### src/design/dmrsd_pkg.sv
`default_nettype none
package dmrsd_pkg;

	localparam logic [1:0] OP_REQ  = 2'd0;
	localparam logic [1:0] OP_TICK = 2'd1;
	localparam logic [1:0] OP_STOP = 2'd2;

	localparam int DIV_BITS = 10;
	localparam logic [3:0] DIV_TOP = 4'd9;
	localparam logic [9:0] DUTY_SCALE = 10'd1000;
	// ceil(2^37 / 1000), exact for products below 2^27
	localparam logic [27:0] RECIP_1000 = 28'd137438954;
	localparam int RECIP_SHIFT = 37;

	localparam logic [2:0] REG_SPEED_LIMIT = 3'd0;
	localparam logic [2:0] REG_DUTY_FLOOR  = 3'd1;
	localparam logic [2:0] REG_DUTY_CEIL   = 3'd2;
	localparam logic [2:0] REG_GAIN        = 3'd3;
	localparam logic [2:0] REG_CORR_LIMIT  = 3'd4;
	localparam logic [2:0] REG_RAMP_STEP   = 3'd5;
	localparam logic [2:0] REG_PERIOD      = 3'd6;
	localparam logic [2:0] REG_MODE        = 3'd7;

	typedef struct packed {
		logic [14:0] speed_limit;
		logic [9:0]  duty_floor;
		logic [9:0]  duty_ceiling;
		logic [9:0]  gain;
		logic [9:0]  correction_limit;
		logic [9:0]  ramp_step;
		logic [15:0] pwm_period;
		logic [2:0]  mode_bits;
	} cfg_t;

	typedef struct packed {
		logic       latch;
		logic       dec;
		logic       divi;
		logic       divs;
		logic       corr;
		logic       goal;
		logic       tick;
		logic       m1;
		logic       m2;
		logic       cw;
		logic       side;
		logic [3:0] bit_idx;
	} cmd_t;

	typedef struct packed {
		logic [1:0] op;
		logic       rej;
		logic       updated;
	} stat_t;

endpackage
`default_nettype wire

### src/design/dmrsd_ctrl.sv
`default_nettype none
module dmrsd_ctrl
	import dmrsd_pkg::*;
(
	input  wire logic clk,
	input  wire logic arst_n,
	input  wire logic in_valid,
	output logic      in_stall,
	output logic      out_valid,
	input  wire logic out_stall,
	input  stat_t     st,
	output cmd_t      cmd
);
	localparam logic [3:0] S_IDLE = 4'd0;
	localparam logic [3:0] S_DEC  = 4'd1;
	localparam logic [3:0] S_DIVI = 4'd2;
	localparam logic [3:0] S_DIV  = 4'd3;
	localparam logic [3:0] S_CORR = 4'd4;
	localparam logic [3:0] S_GOAL = 4'd5;
	localparam logic [3:0] S_TICK = 4'd6;
	localparam logic [3:0] S_M1   = 4'd7;
	localparam logic [3:0] S_M2   = 4'd8;
	localparam logic [3:0] S_CW   = 4'd9;
	localparam logic [3:0] S_OUT  = 4'd10;

	logic [3:0] state_q, state_d;
	logic       side_q, side_d;
	logic [3:0] bit_q, bit_d;
	logic       acc;

	assign in_stall  = (state_q != S_IDLE);
	assign out_valid = (state_q == S_OUT);
	assign acc = in_valid & ~in_stall;

	always_comb begin
		state_d = state_q;
		side_d  = side_q;
		bit_d   = bit_q;
		cmd     = '0;
		cmd.side    = side_q;
		cmd.bit_idx = bit_q;
		case (state_q)
			S_IDLE: begin
				cmd.latch = acc;
				if (acc) state_d = S_DEC;
			end
			S_DEC: begin
				cmd.dec = 1'b1;
				side_d = 1'b0;
				case (st.op)
					OP_REQ:  state_d = st.rej ? S_OUT : S_DIVI;
					OP_TICK: state_d = S_TICK;
					default: state_d = S_OUT;
				endcase
			end
			S_DIVI: begin
				cmd.divi = 1'b1;
				bit_d = DIV_TOP;
				state_d = S_DIV;
			end
			S_DIV: begin
				cmd.divs = 1'b1;
				bit_d = bit_q - 4'd1;
				if (bit_q == 4'd0) state_d = S_CORR;
			end
			S_CORR: begin
				cmd.corr = 1'b1;
				state_d = S_GOAL;
			end
			S_GOAL: begin
				cmd.goal = 1'b1;
				side_d = 1'b1;
				state_d = side_q ? S_OUT : S_DIVI;
			end
			S_TICK: begin
				cmd.tick = 1'b1;
				state_d = st.updated ? S_M1 : S_OUT;
			end
			S_M1: begin
				cmd.m1 = 1'b1;
				state_d = S_M2;
			end
			S_M2: begin
				cmd.m2 = 1'b1;
				state_d = S_CW;
			end
			S_CW: begin
				cmd.cw = 1'b1;
				side_d = 1'b1;
				state_d = side_q ? S_OUT : S_M1;
			end
			S_OUT: begin
				if (!out_stall) state_d = S_IDLE;
			end
			default: state_d = S_IDLE;
		endcase
	end

	always_ff @(posedge clk or negedge arst_n) begin
		if (!arst_n) begin
			state_q <= S_IDLE;
			side_q  <= 1'b0;
			bit_q   <= 4'd0;
		end else begin
			state_q <= state_d;
			side_q  <= side_d;
			bit_q   <= bit_d;
		end
	end

	a_acc_busy: assert property (@(posedge clk) disable iff (!arst_n)
		acc |=> (state_q == S_DEC))
		else $error("accepted item did not enter decode");
	a_out_idle: assert property (@(posedge clk) disable iff (!arst_n)
		(out_valid && !out_stall) |=> (state_q == S_IDLE))
		else $error("result taken but block not idle");
	a_div_bit: assert property (@(posedge clk) disable iff (!arst_n)
		(state_q == S_DIV) |-> (bit_q <= DIV_TOP))
		else $error("divider bit index out of range");
	a_stall_out: assert property (@(posedge clk) disable iff (!arst_n)
		out_valid |-> in_stall)
		else $error("input open while result pending");
endmodule
`default_nettype wire

### config.mk
export PLATFORM = sky130hd
export DESIGN_NAME = dmrsd_ctrl
export DESIGN_NICKNAME = d
export VERILOG_FILES = /design/src/design/dmrsd_pkg.sv /design/src/design/dmrsd_ctrl.sv
export SDC_FILE = /design/constraint.sdc
export NUM_CORES = 1
export LEC_CHECK = 0
export ABC_AREA = 0
export ABC_CLOCK_PERIOD_IN_PS = 2600
export BUFFER_PORTS_ARGS = -buffer_cell sky130_fd_sc_hd__buf_2
export CAP_MARGIN = 40
export CORE_MARGIN = 1.5
export CORE_UTILIZATION = 51
export CTS_CLUSTER_SIZE = 24
export DETAILED_ROUTE_END_ITERATION = 10
export GPL_TIMING_DRIVEN = 0
export PLACE_DENSITY_LB_ADDON = 0.1
export SYNTH_ARGS = -nofsm -noshare
export SYNTH_HDL_FRONTEND = slang
export SYNTH_SLANG_ARGS = --single-unit
### constraint.sdc
create_clock -name clk -period 2.6 [get_ports clk]
set_clock_uncertainty 0.15 [all_clocks]
set_input_delay 0.13 -clock clk [delete_from_list [all_inputs] [get_ports clk]]
set_output_delay 0.13 -clock clk [all_outputs]
set_load 0.01 [all_outputs]
==> flow_summary_export.csv <==
group,metric,value,unit
cts,cts_buffers,3,
logic_synthesis,synth_edf_count,0,
timing,fin_crit,1.86,ns
logic_synthesis,yosys.area.top_type_share,32.4,%
routing,drt_wl_total,1650,um
cts,cts_htree_levels,1,
logic_synthesis,yosysSeqAreaShare,32.4,%
routing,first_pass_iters,4,
cts,postCtsResizedCells,0,
power_and_ir_drop,pwr-share-seq,27.9,%
logic_synthesis,synth_common_cells,"9 x dfrtp_1, 8 x inv_1, 7 x nor2_1, 7 x o21ai_1",
placement,io_buffer_count,24,
routing,vias,703,
setup_path,setup.worst_path.end,"cmd[13]",
power_and_ir_drop,power.density,1120,mW/mm^2
die,core_area,0.00128,sq mm
logic_synthesis,synth_top_flop_cell,"dfrtp_1",
routing,drc_errors,0,
setup_path,critPathLaunch,"state_q[3]",
logic_synthesis,synth_fp_nets,96,
global_route,grt_remaining_overflow,0,
global_route,grt_max_degree,11,
cts,cts.sinks,9,
run,maxCapViolCount,0,
global_route,first_global_vias,544,
cts,clk_latency,0.26,ns
global_route,grt_usage,23.1,%
setup_path,timing.rr.end,"state_q[0]",
setup_path,rr_startpoint,"bit_q[0]",
setup_path,arrival,1.58,ns
logic_synthesis,async_reset_ff_share,100,%
timing,setup_viol,0,
logic_synthesis,synth.area.top_cells,"dfrtp_1 32%, nand2b_1 5.4%, nor2b_1 5.4%",
die,die_w,39.9,um
logic_synthesis,synthCells,86,
power_and_ir_drop,p_sw,458,uW
outcome,outcome,"completed",
setup_path,crit_fanout,10,
logic_synthesis,synth_area,694,sq um
cts,clk_pin_slew,0.06,ns
power_and_ir_drop,power_frac_clock,11.0,%
die,dieHeight,39.9,um
cells_and_area,final_util,67.7,%
timing,hold_viol,0,
routing,drt_iter0_markers,20,
hold_path,min-delay-path-class,"in -> reg",
timing,slew_violations,0,
setup_path,r2r_setup_slack,0.94,ns
timing,rsz0062_at_grt,"false",
routing,wl_per_cell,12.7,um
cts,clockBufferDepth,2,
global_route,grt_pass1_wl,2360,um
cells_and_area,antenna_cells,0,
cells_and_area,final_cell_area,870,sq um
power_and_ir_drop,p_leak,0.000430,uW
die,io_pins,25,
power_and_ir_drop,swShare,47.1,%
power_and_ir_drop,vdd_drop_max,0.590,mV
setup_path,worstSetupPathType,"reg -> out",
placement,gp_congestion,0.796,
placement,place_area,833,sq um
routing,vias_per_cell,5.41,
timing,post-route-period-util,71.6,%
setup_path,reg2reg_depth,5,
cts,root_buffer,"clkbuf_4",
power_and_ir_drop,p_int,516,uW
timing,max_freq,537,MHz
die,dieArea,0.00159,sq mm
logic_synthesis,yosys.cell_count.top_type,"dfrtp_1",
routing,ant_nets,0,
setup_path,start_kind,"flop",
placement,hpwl,1250,um
logic_synthesis,yosys.area.top_type,"dfrtp_1",
die,rows,13,
logic_synthesis,synth_cell_types,31,
power_and_ir_drop,combPwrFrac,61.1,%
logic_synthesis,yosys_warnings,0,
timing,fin_tns_setup,0,ns
setup_path,crit_required,2.32,ns
logic_synthesis,ys_ff_latch,9,
die,initial_core_util,54.0,%
cells_and_area,fin_nets,126,
cells_and_area,layout-drive-gt1-share,27.0,%
setup_path,end_kind,"output port",
global_route,antenna_found_initial,0,
cts,cts_tree,"yes",
logic_synthesis,syn_avg_cell_area,8.07,sq um
cells_and_area,syn_to_final_growth,25.2,%
timing,relSlewSlack,70.9,%
timing,worst_slew_pin_slew,0.437,ns
-- area by class of cell --
class	count	area (sq um)
flip-flops and latches	9	225
plain buffers	6	27.5
multi-input cells	63	412
fillers	113	415
clock buffers	4	26.3
repair buffers	25	130
well taps	15	18.8
inverters	8	30.0
-- power by group through the flow --
stage               Combinational [uW]  Clock, uW  Sequential (uW)
CTS                                595        111              270
floorplan                          415          0              265
finish                             595        107              272
global route                       667        118              279
global placement                   573          0              266
detailed placement                 587          0              271
-- state kept, by name, summed over array words and instances, names as in the netlist --
name	flops
bit_q	4
state_q	4
side_q	1
-- how the worst min path moves through the flow --
stage	slack [ns]	start	endpoint	cells after the start
floorplan	-0.32	arst_n	bit_q[0]	0
global placement	-0.16	arst_n	bit_q[0]	1
detailed placement	-0.16	arst_n	bit_q[0]	1
CTS	0.05	st[3]	state_q[3]	3
global route	0.05	st[3]	state_q[3]	3
finish	0.06	st[3]	state_q[3]	3
-- cell families (layout without fill, tap and decap cells) --
kind of cell             count (synthesis)  count (layout)  share of synthesized area [%]
multiplexers                             2               2                           2.88
AO/OA/AOI/OAI                           23              23                           21.6
flip-flops                               9               9                           32.4
buffers and inverters                   14              43                           8.29
adder cells (fa/ha/maj)                  2               2                           3.60
AND/OR/NAND/NOR                         36              36                           31.2
-- worst max-delay path, cell delays in order, from the launching register on --
cell and delay [ns]:
dfrtp_1 0.44, clkbuf_1 0.25, or3_1 0.42, inv_1 0.09
buf_2 0.13
-- metrics by stage --
step	instances	total power, uW	setup WS [ns]	hold WS [ns]
global route	130	1060	0.645	0.0508
floorplan	86	680	0.987	-0.316
finish	130	974	0.737	0.0569
global placement	125	839	0.980	-0.158
detailed placement	125	858	0.956	-0.159
CTS	130	975	0.750	0.0527
-- what timing repair did --
| item | CTS | global route |
|---|---|---|
| buffers inserted | 0 | 0 |
| endpoints found under the hold margin | 9 | 0 |
| hold buffers | 1 | 0 |
-- layer usage --
metal  wire length [um]  track usage [%]
met1                785             29.8
met2                789             36.3
met3                 69             8.52
met4                  6             5.17
met5                  0                0
-- cells in the final DEF, fill, tap and decap left out, types with 4 or more instances in the layout --
cell and n:
buf_2 25, nor2_1 7, a21oi_1 4, nand2_1 4, nor2b_1 6, nand2b_1 6
dfrtp_1 9, o21ai_0 4, clkbuf_1 5, inv_1 8, o21ai_1 7
No activity file was read; power rests on OpenSTA's default activity.
