===== src/design/dmrsd_pkg.sv =====
`default_nettype none
package dmrsd_pkg;

	localparam logic [1:0] OP_REQ  = 2'd0;
	localparam logic [1:0] OP_TICK = 2'd1;
	localparam logic [1:0] OP_STOP = 2'd2;

	localparam int DIV_BITS = 10;
	localparam logic [3:0] DIV_TOP = 4'd9;
	localparam logic [9:0] DUTY_SCALE = 10'd1000;
	// ceil(2^37 / 1000), exact for products below 2^27
	localparam logic [27:0] RECIP_1000 = 28'd137438954;
	localparam int RECIP_SHIFT = 37;

	localparam logic [2:0] REG_SPEED_LIMIT = 3'd0;
	localparam logic [2:0] REG_DUTY_FLOOR  = 3'd1;
	localparam logic [2:0] REG_DUTY_CEIL   = 3'd2;
	localparam logic [2:0] REG_GAIN        = 3'd3;
	localparam logic [2:0] REG_CORR_LIMIT  = 3'd4;
	localparam logic [2:0] REG_RAMP_STEP   = 3'd5;
	localparam logic [2:0] REG_PERIOD      = 3'd6;
	localparam logic [2:0] REG_MODE        = 3'd7;

	typedef struct packed {
		logic [14:0] speed_limit;
		logic [9:0]  duty_floor;
		logic [9:0]  duty_ceiling;
		logic [9:0]  gain;
		logic [9:0]  correction_limit;
		logic [9:0]  ramp_step;
		logic [15:0] pwm_period;
		logic [2:0]  mode_bits;
	} cfg_t;

	typedef struct packed {
		logic       latch;
		logic       dec;
		logic       divi;
		logic       divs;
		logic       corr;
		logic       goal;
		logic       tick;
		logic       m1;
		logic       m2;
		logic       cw;
		logic       side;
		logic [3:0] bit_idx;
	} cmd_t;

	typedef struct packed {
		logic [1:0] op;
		logic       rej;
		logic       updated;
	} stat_t;

endpackage
`default_nettype wire


===== src/design/dmrsd_regs.sv =====
`default_nettype none
module dmrsd_regs
	import dmrsd_pkg::*;
(
	input  wire logic        clk,
	input  wire logic        arst_n,
	input  wire logic        psel,
	input  wire logic        penable,
	input  wire logic        pwrite,
	input  wire logic [4:0]  paddr,
	input  wire logic [31:0] pwdata,
	output logic      [31:0] prdata,
	output logic             pready,
	output cfg_t             cfg
);
	cfg_t cfg_q;
	logic wr;

	assign pready = 1'b1;
	assign wr = psel & penable & pwrite;
	assign cfg = cfg_q;

	always_ff @(posedge clk or negedge arst_n) begin
		if (!arst_n) begin
			cfg_q.speed_limit      <= 15'd300;
			cfg_q.duty_floor       <= 10'd0;
			cfg_q.duty_ceiling     <= 10'd1000;
			cfg_q.gain             <= 10'd1;
			cfg_q.correction_limit <= 10'd200;
			cfg_q.ramp_step        <= 10'd5;
			cfg_q.pwm_period       <= 16'd10000;
			cfg_q.mode_bits        <= 3'd1;
		end else if (wr) begin
			case (paddr[4:2])
				REG_SPEED_LIMIT: cfg_q.speed_limit      <= pwdata[14:0];
				REG_DUTY_FLOOR:  cfg_q.duty_floor       <= pwdata[9:0];
				REG_DUTY_CEIL:   cfg_q.duty_ceiling     <= pwdata[9:0];
				REG_GAIN:        cfg_q.gain             <= pwdata[9:0];
				REG_CORR_LIMIT:  cfg_q.correction_limit <= pwdata[9:0];
				REG_RAMP_STEP:   cfg_q.ramp_step        <= pwdata[9:0];
				REG_PERIOD:      cfg_q.pwm_period       <= pwdata[15:0];
				REG_MODE:        cfg_q.mode_bits        <= pwdata[2:0];
				default: ;
			endcase
		end
	end

	always_comb begin
		case (paddr[4:2])
			REG_SPEED_LIMIT: prdata = {17'd0, cfg_q.speed_limit};
			REG_DUTY_FLOOR:  prdata = {22'd0, cfg_q.duty_floor};
			REG_DUTY_CEIL:   prdata = {22'd0, cfg_q.duty_ceiling};
			REG_GAIN:        prdata = {22'd0, cfg_q.gain};
			REG_CORR_LIMIT:  prdata = {22'd0, cfg_q.correction_limit};
			REG_RAMP_STEP:   prdata = {22'd0, cfg_q.ramp_step};
			REG_PERIOD:      prdata = {16'd0, cfg_q.pwm_period};
			REG_MODE:        prdata = {29'd0, cfg_q.mode_bits};
			default:         prdata = 32'd0;
		endcase
	end
endmodule
`default_nettype wire


===== config.mk =====
export PLATFORM = sky130hd
export DESIGN_NAME = dmrsd_regs
export DESIGN_NICKNAME = d
export VERILOG_FILES = /design/src/design/dmrsd_pkg.sv /design/src/design/dmrsd_regs.sv
export SDC_FILE = /design/constraint.sdc
export NUM_CORES = 1
export LEC_CHECK = 0
export ABC_AREA = 1
export BUFFER_PORTS_ARGS = -buffer_cell sky130_fd_sc_hd__buf_2
export CAP_MARGIN = 20
export CELL_PAD_IN_SITES_DETAIL_PLACEMENT = 1
export CELL_PAD_IN_SITES_GLOBAL_PLACEMENT = 1
export CORE_ASPECT_RATIO = 1.4
export CORE_MARGIN = 2
export CORE_UTILIZATION = 38
export DETAILED_ROUTE_END_ITERATION = 16
export MAX_ROUTING_LAYER = met4
export PLACE_DENSITY_LB_ADDON = 0.05
export SYNTH_ARGS = -nofsm -noshare
export SYNTH_HDL_FRONTEND = slang
export SYNTH_SLANG_ARGS = --single-unit

===== constraint.sdc =====
create_clock -name clk -period 3.8 [get_ports clk]
set_clock_uncertainty 0.2 [all_clocks]
set_input_delay 0.76 -clock clk [delete_from_list [all_inputs] [get_ports clk]]
set_output_delay 0.76 -clock clk [all_outputs]
set_load 0.1 [all_outputs]

==> results of run 1 <==
logic make-up (layout without fill, tap and decap cells):
logic type,count (synthesis),after routing,share of synthesized area [%]
flops,84,84,50.9
other cells,2,17,0.180
simple gates,229,229,25.1
compound gates,89,89,12.6
buf+inv,91,191,11.2
worst max-delay path: stages:
cell     delay (ns)
buf_2          0.23
inv_2          0.30
nand3_4        0.28
nor2_1         0.18
nor2_1         0.06
nand3_1        0.11
buf_2          0.44
cell usage in the layout (no fill, tap or decap), types with 3 or more instances in the layout:
master,instances
a21oi_1,20
dfrtp_1,62
clkbuf_1,4
nor3_1,3
o21ai_2,10
nand2_2,11
dfstp_2,22
o21ai_1,34
nand3_1,22
nor2_2,3
inv_2,3
nand2_1,81
o22ai_1,5
conb_1,17
a21oi_2,10
o21ai_0,10
inv_1,39
buf_4,9
buf_2,122
clkbuf_16,9
nand4_1,36
nor2_1,69
worst max path at each step:
stage                        start          to  slack [ns]  depth (start not counted)
after floorplan           paddr[4]  prdata[10]        0.21                          4
after global placement    paddr[2]   prdata[3]        0.45                          7
after detailed placement  paddr[2]   prdata[3]        0.43                          7
after CTS                 paddr[2]   prdata[3]        0.43                          7
after global routing      paddr[3]   prdata[6]        0.33                          7
final                     paddr[2]   prdata[3]        0.46                          7
layout make-up:
cell class | instances | share of cell area (%)
inverter | 43 | 3.26
clock buffer | 14 | 4.97
sequential | 84 | 41.7
multi-input combinational | 335 | 32.1
clock inverter | 2 | 0.686
timing repair buffer | 132 | 13.8
tap | 141 | 3.46
where the power goes:
group	switching, mW	total, mW	internal, mW
Sequential	0.154	1.28	1.13
Clock	0.344	0.871	0.527
Combinational	2.07	2.36	0.299
layer usage:
| metal | GRT usage (%) | wire, um |
|---|---|---|
| met1 | 28.6 | 5590 |
| met4 | 8.65 | 233 |
| met3 | 4.00 | 528 |
| met5 | - | 0 |
| met2 | 37.1 | 6360 |
==> results.toml, run 1 <==
[detailed_routing]
avgRoutedWirePerCell_um = 16.9
drt_iter0_drc = 130
wirelength_um = 12700
dr.pass1.iters = 4
detail_route.vias_per_cell = 4.94
detail-route-antenna-nets = 0
drc = 0
num_vias = 3709

[sta]
period_needed_ns = 3.34
fin_setup_tns_ns = 0
drv_slew = 0
hold_ws_ns = 0.167
max-slew-margin-rel_pct = 52.6
setup_viol = 0
tightest_slew_ns = 0.709
fin_crit_sh_pct = 87.9
fin_ws_ns = 0.461
grt_setup_unrepaired = "false"
hold_viol_final = 0
fmaxAchievable_mhz = 300

[place]
place_ws_ns = 0.425
dp.cells = 734
gp_congestion = 0.797
port_buffers = 123
placed_area_sq_um = 4790
hpwl_um = 9160

[cells_and_area]
regArea_sq_um = 2130
stdcell_area_sq_um = 5110
fin_nets = 647
utilization_pct = 47.2
antennaDiodeCount = 0
syn_to_final_growth_pct = 22.1
layout-drive-gt1-share_pct = 34.1
largest_reg_flops = 84
multi_input_comb_area_sq_um = 1640
final_cells = 751
fillers = 1354

[global_route]
antenna_found_initial = 0
grt_pass1_vias = 3702
grt_use_total_pct = 22.8
grt_max_degree = 85
grt_pass1_wl_um = 20100
grt_overflow = 0

[cts]
cts_buffers = 9
clockBufferDepth = 2
cts_setup_buffers = 0
cts.htree.levels = 3
clk_latency_ns = 0.34
clock-sinks = 84
path_clk_slew_ns = 0.06
cts_resized = 0
hold_buffers = 0
cts_root_buffer = "clkbuf_16"
cts_tree = "built"

[synth]
ys_top_cells_by_count = "nand2_1 (81), nor2_1 (69), dfrtp_1 (62), inv_1 (39), nand4_1 (36)"
yosys.area.top_type_share_pct = 37.1
syn_area_sq_um = 4180
yosysMostFrequentCell = "nand2_1"
ys_types = 28
postSynth.asyncResetShare_pct = 100
yosys.area.top_type = "dfrtp_1"
ys_ff_latch = 84
syn-mean-instance-area_sq_um = 8.44
seq_area_frac_synth_pct = 50.9
synth_cells = 495
synth_area_leaders = "dfrtp_1 (37%), dfstp_2 (14%), nand2_1 (7.3%), nor2_1 (6.2%), nand4_1 (5.4%)"
synth-main-ff-cell = "dfrtp_1"
synth-edff-count = 0
yosysWarnings = 0

[die]
ios = 159
die_y_um = 128
dieArea_sq_um = 11900
core_sq_um = 10800
start_util_pct = 38.7
fp-row-count = 45
die_w_um = 92.6

[worst_setup_path]
worst-path-max-fanout = 17
cp.required_ns = 2.84
arrival_ns = 2.38
rrSetupSlack_ns = 2.79
rr_endpoint = "cfg[54]"
r2r_start = "cfg[54]"
critPathKind = "input port to output port"
critical_path.endpoint_type = "output port"
crit_path_start_kind = "input port"
reg2reg_depth = 2

[pwr]
power_mw = 4.52
vdd_ir_drop_max_mv = 0.372
pwr_density_cell_nw_per_um2 = 885
p_leak_nw = 2.60

[job]
maxCapViolCount = 0

[hold_path]
hold_path_class = "input port to asynchronous set/reset pin"

[status]
status = "complete, no violations"
Note: power is estimated with default switching activity, not from simulation.
==> inputs of run 2 (changes only) <==
--- a/config.mk
+++ b/config.mk
@@ -5,14 +5,14 @@
 export SDC_FILE = /design/constraint.sdc
 export NUM_CORES = 1
 export LEC_CHECK = 0
-export ABC_AREA = 1
+export ABC_AREA = 0
 export BUFFER_PORTS_ARGS = -buffer_cell sky130_fd_sc_hd__buf_2
 export CAP_MARGIN = 20
 export CELL_PAD_IN_SITES_DETAIL_PLACEMENT = 1
 export CELL_PAD_IN_SITES_GLOBAL_PLACEMENT = 1
 export CORE_ASPECT_RATIO = 1.4
 export CORE_MARGIN = 2
-export CORE_UTILIZATION = 38
+export CORE_UTILIZATION = 41
 export DETAILED_ROUTE_END_ITERATION = 16
 export MAX_ROUTING_LAYER = met4
 export PLACE_DENSITY_LB_ADDON = 0.05
==> run 2 against run 1 <==
  * Power down 4.5%
  * First-iteration DRC count decreased by 44%
  * Fmax is 1.6% lower
  * Register-to-register slack is essentially flat
  * Die area is 10% lower
  * Hold slack got worse by 0.011 ns
  * Count of clock-buffer cells in the layout fell by 1
  * Cell count decreased by 27%
  * Global-route usage decreased by 1.5 points
  * Worst setup slack worse by 0.056 ns
  * Highest routed layer unchanged
==> results.toml, run 2 <==
[worst_setup_path]
r2r_start = "cfg[69]"
reg2reg_depth = 1
critical_path.endpoint_type = "output port"
critPathKind = "input port to output port"
worst-path-max-fanout = 24
rr_endpoint = "cfg[69]"
arrival_ns = 2.43
rrSetupSlack_ns = 2.80
cp.required_ns = 2.84
crit_path_start_kind = "input port"

[place]
port_buffers = 123
place_ws_ns = 0.370
hpwl_um = 7500
placed_area_sq_um = 4980
gp_congestion = 0.738

[synth]
ys_top_cells_by_count = "mux2_2 (85), dfrtp_1 (62), dfstp_2 (22), buf_4 (20), nor2_1 (15)"
synth_area_leaders = "dfrtp_1 (38%), mux2_2 (24%), dfstp_2 (14%), mux4_2 (5.0%), buf_4 (3.7%)"
synth-main-ff-cell = "dfrtp_1"
yosys.area.top_type = "dfrtp_1"
syn-mean-instance-area_sq_um = 14.1
postSynth.asyncResetShare_pct = 100
seq_area_frac_synth_pct = 52.7
yosysWarnings = 0
ys_types = 30
synth-edff-count = 0
ys_ff_latch = 84
syn_area_sq_um = 4040
synth_cells = 287
yosys.area.top_type_share_pct = 38.4
yosysMostFrequentCell = "mux2_2"

[cells_and_area]
stdcell_area_sq_um = 5300
fin_nets = 457
syn_to_final_growth_pct = 31.2
layout_commonest_cell = "buf_2"
fillers = 997
antennaDiodeCount = 0
layout-drive-gt1-share_pct = 67.5
largest_reg_flops = 84
final_cell_mix = "buf_2 (110), mux2_2 (85), dfrtp_1 (62)"

[cts]
clock-sinks = 84
cts_tree = "built"
hold_buffers = 0
cts_setup_buffers = 0
path_clk_slew_ns = 0.06
cts.htree.levels = 3
cts_root_buffer = "clkbuf_16"
clockBufferDepth = 2
cts_buffers = 9
clk_latency_ns = 0.33
cts_resized = 0

[global_route]
grt_max_degree = 85
antenna_found_initial = 0
grt_pass1_vias = 2922
grt_use_total_pct = 21.4
grt_pass1_wl_um = 16300
grt_overflow = 0

[detailed_routing]
wl_met2_um = 5760
detail-route-antenna-nets = 0
num_vias = 2822
drc = 0
detail_route.vias_per_cell = 5.12
highest_layer = "met4"
avgRoutedWirePerCell_um = 19.7
drt_iter0_drc = 73
wl_met1_um = 4360
wl_met3_um = 505
wirelength_um = 10800
dr.pass1.iters = 4

[die]
dieArea_sq_um = 10700
die_y_um = 121
die_w_um = 87.9
core_sq_um = 9510
ios = 159
fp-row-count = 42
start_util_pct = 42.5

[sta]
hold_viol_final = 0
fmaxAchievable_mhz = 295
setup_viol = 0
fin_crit_sh_pct = 89.3
drv_slew = 0
tightest_slew_ns = 0.696
max-slew-margin-rel_pct = 53.5
fin_setup_tns_ns = 0
grt_setup_unrepaired = "false"
period_needed_ns = 3.39
fin_ws_ns = 0.406

[pwr]
vdd_ir_drop_max_mv = 0.417
pwr_density_cell_nw_per_um2 = 813
p_leak_nw = 2.51

[hold_path]
hold_path_class = "input port to asynchronous set/reset pin"

[status]
status = "complete, no violations"

[job]
maxCapViolCount = 0
[run 2: logic make-up (layout without fill, tap and decap cells)]
group                  Yosys count  after routing  share of synthesized area, %
multiplexers                   103            103                          31.0
other                            2             17                         0.186
buffers and inverters           33            150                          5.14
AO/OA/AOI/OAI                   23             23                          4.30
AND/OR/NAND/NOR                 42             42                          6.69
flip-flops                      84             84                          52.7
[run 2: worst max-delay path by stage]
| stage | from | to | slack, ns | cells past startpoint |
|---|---|---|---|---|
| 2_1_floorplan | paddr[2] | prdata[15] | 0.07 | 5 |
| 3_3_place_gp | paddr[3] | prdata[3] | 0.37 | 5 |
| 3_5_place_dp | paddr[3] | prdata[3] | 0.37 | 5 |
| 4_1_cts | paddr[3] | prdata[3] | 0.36 | 5 |
| 5_1_grt | paddr[3] | prdata[4] | 0.27 | 6 |
| 6_report | paddr[3] | prdata[2] | 0.41 | 4 |
[run 2: where the power goes]
group,total [mW],internal (mW),switching [mW]
sequential,1.24,1.11,0.136
clock,0.864,0.540,0.324
combinational,2.21,0.402,1.81
total,4.31,2.05,2.26
[run 2: cell type report]
type	count	area, sq um	share of cell area [%]
flip-flops and latches	84	2130	40.2
repair buffers	132	886	16.7
multi-input cells	185	1810	34.2
inverters	3	11.3	0.212
well taps	132	165	3.12
clock buffers	13	260	4.91
clock inverters	2	35.0	0.661
[run 2: routing by layer]
metal  global-route usage [%]  up-vias
met3                     3.61       14
li1                         -     1265
met5                        -        -
met4                     8.08        0
met2                     35.8       86
met1                     25.5     1457
[run 2: worst max-delay path, stage by stage]
cell and delay, ns:
buf_2 0.51, mux4_2 0.58, mux2_2 0.28, buf_2 0.29
[run 2: stage by stage]
| stage | hold slack, ns | power, mW | util (%) | instances |
|---|---|---|---|---|
| 2_1_floorplan | 0.264 | 3.10 | - | 302 |
| 3_3_place_gp | 0.308 | 3.44 | 52.3 | 535 |
| 3_5_place_dp | 0.314 | 3.47 | 52.3 | 535 |
| 4_1_cts | 0.328 | 4.35 | 55.4 | 550 |
| 5_1_grt | 0.179 | 4.45 | 55.7 | 551 |
| 6_report | 0.156 | 4.31 | 55.7 | 551 |
==> inputs of run 3 (changes only) <==
--- a/config.mk
+++ b/config.mk
@@ -19,3 +19,4 @@
 export SYNTH_ARGS = -nofsm -noshare
 export SYNTH_HDL_FRONTEND = slang
 export SYNTH_SLANG_ARGS = --single-unit
+export TNS_END_PERCENT = 1
==> constraint.sdc (replaced) <==
create_clock -name clk -period 3.8 [get_ports clk]
set_clock_uncertainty 0.2 [all_clocks]
set_input_delay 0.76 -clock clk [delete_from_list [all_inputs] [get_ports clk]]
set_output_delay 0.76 -clock clk [all_outputs]
set_load 0.01 [all_outputs]
==> run 3 against run 2 <==
  * Critical path depth rose by 1
  * Die area did not move
  * Sequential share of layout area rose by 2.1 points
  * Register-to-register slack barely moved
  * Count of clock-buffer cells in the layout rose by 2
  * Sequential power barely moved
  * Worst setup slack improved by 0.045 ns
  * First-iteration DRC count rose by 41%
  * Routed wire length fell by 4.0%
  * Core utilization fell by 2.7 points
  * Critical endpoint is now prdata[9]
  * Largest power group is now sequential cells
==> results.toml, run 3 (synthesis gave the netlist of run 2 again) <==
[status]
status = "complete, no violations"

[worst_setup_path]
cp.required_ns = 2.84
cp_num_cells = 5
critPathBufInv = 2
reg2reg_depth = 1
cp-startpoint = "paddr[3]"
r2r_start = "cfg[65]"
crit_end = "prdata[9]"
worstPathCellList = "buf_2 > nor2b_1 > a221o_1 > a31oi_1 > buf_2"
critPathTopFamily = "buffers and inverters"
cpMostUsedCell = "buf_2"
arrival_ns = 2.39
rrSetupSlack_ns = 2.79
critPathMaxStageDelay_ns = 0.61
crit_path_start_kind = "input port"
rr_endpoint = "cfg[65]"
slowest_stage = "buf_2"
critPathKind = "input port to output port"
worst-path-max-fanout = 27
critical_path.endpoint_type = "output port"

[die]
fp-row-count = 42
ios = 159
die_w_um = 87.9
start_util_pct = 42.5
dieArea_sq_um = 10700
core_sq_um = 9510
die_y_um = 121

[global_route]
grt_pass1_wl_um = 15700
grt_overflow = 0
grt_use_total_pct = 20.8
antenna_found_initial = 0
grt_pass1_vias = 2867
grt_max_degree = 85

[sta]
grt_setup_unrepaired = "false"
hold_viol_final = 0
fin_ws_ns = 0.451
fin_setup_tns_ns = 0
tightest_slew_ns = 0.796
fmaxAchievable_mhz = 299
fin_crit_sh_pct = 88.1
max-slew-margin-rel_pct = 46.9
drv_slew = 0
setup_viol = 0
period_needed_ns = 3.35

[cts]
clock-sinks = 84
cts_tree = "built"
clockBufferDepth = 2
cts_setup_buffers = 0
cts_buffers = 9
cts_root_buffer = "clkbuf_16"
hold_buffers = 0
clk_latency_ns = 0.33
cts.htree.levels = 3
cts_resized = 0
path_clk_slew_ns = 0.06

[cells_and_area]
multi_input_comb_area_sq_um = 1760
largest_reg_flops = 84
fillers = 1024
layout-drive-gt1-share_pct = 64.3
regArea_sq_um = 2130
antennaDiodeCount = 0
stdcell_area_sq_um = 5040
syn_to_final_growth_pct = 24.8
layout_commonest_cell = "buf_2"
final_cell_mix = "buf_2 (122), mux2_2 (85), dfrtp_1 (62)"
fin_nets = 454

[pwr]
p_leak_nw = 2.45
p_clk_share_pct = 30.6
vdd_ir_drop_max_mv = 0.277
pwr_density_cell_nw_per_um2 = 545
switching_share_pct = 28.5
combPwrFrac_pct = 24.4
switchingPower_uw = 783
p_int_mw = 1.96
pwr-share-seq_pct = 45.0

[place]
place_ws_ns = 0.423
gp_congestion = 0.743
port_buffers = 123
hpwl_um = 7290
placed_area_sq_um = 4720

[detailed_routing]
dr.pass1.iters = 4
wirelength_um = 10400
detail_route.vias_per_cell = 5.10
drc = 0
detail-route-antenna-nets = 0
num_vias = 2799
drt_iter0_drc = 103
avgRoutedWirePerCell_um = 18.9

[hold_path]
hold_path_class = "input port to asynchronous set/reset pin"

[job]
maxCapViolCount = 0
## run 3: routing by layer
metal	vias to the layer above	global-route usage, %	share of wire (%)
met5	-	-	0
met3	13	3.61	4.4
li1	1265	-	-
met2	92	33.9	52
met4	0	7.50	1.7
met1	1429	26.0	42
## run 3: through the flow
step                      hold slack, ns  cells  utilization (%)  power (mW)
after floorplan                    0.264    302                -        1.62
after global placement             0.296    532             49.6        1.91
after detailed placement           0.307    532             49.6        1.93
after CTS                          0.322    548             52.7        2.79
after global routing               0.167    549             53.0        2.89
final                              0.145    549             53.0        2.75
## run 3: worst min-delay path by stage
stage | start | end | depth (start not counted) | slack [ns]
2_1_floorplan | arst_n | cfg[10] | 0 | 0.26
3_3_place_gp | cfg[62] | cfg[62] | 1 | 0.30
3_5_place_dp | cfg[62] | cfg[62] | 1 | 0.31
4_1_cts | cfg[62] | cfg[62] | 1 | 0.32
5_1_grt | arst_n | cfg[46] | 1 | 0.17
6_report | arst_n | cfg[46] | 1 | 0.15
## run 3: area by class of cell
cell class              count  share of cell area [%]
repair buffers            129                    13.5
clock buffers              15                    5.71
flip-flops and latches     84                    42.2
well taps                 132                    3.28
inverters                   3                   0.223
clock inverters             1                  0.0993
multi-input cells         185                    34.9
## run 3: power groups by stage
stage | sequential (mW) | combinational (mW) | clock [mW]
4_1_cts | 1.24 | 0.680 | 0.865
6_report | 1.24 | 0.671 | 0.841
3_3_place_gp | 1.25 | 0.662 | 0
5_1_grt | 1.27 | 0.729 | 0.895
2_1_floorplan | 1.31 | 0.310 | 0
3_5_place_dp | 1.25 | 0.676 | 0
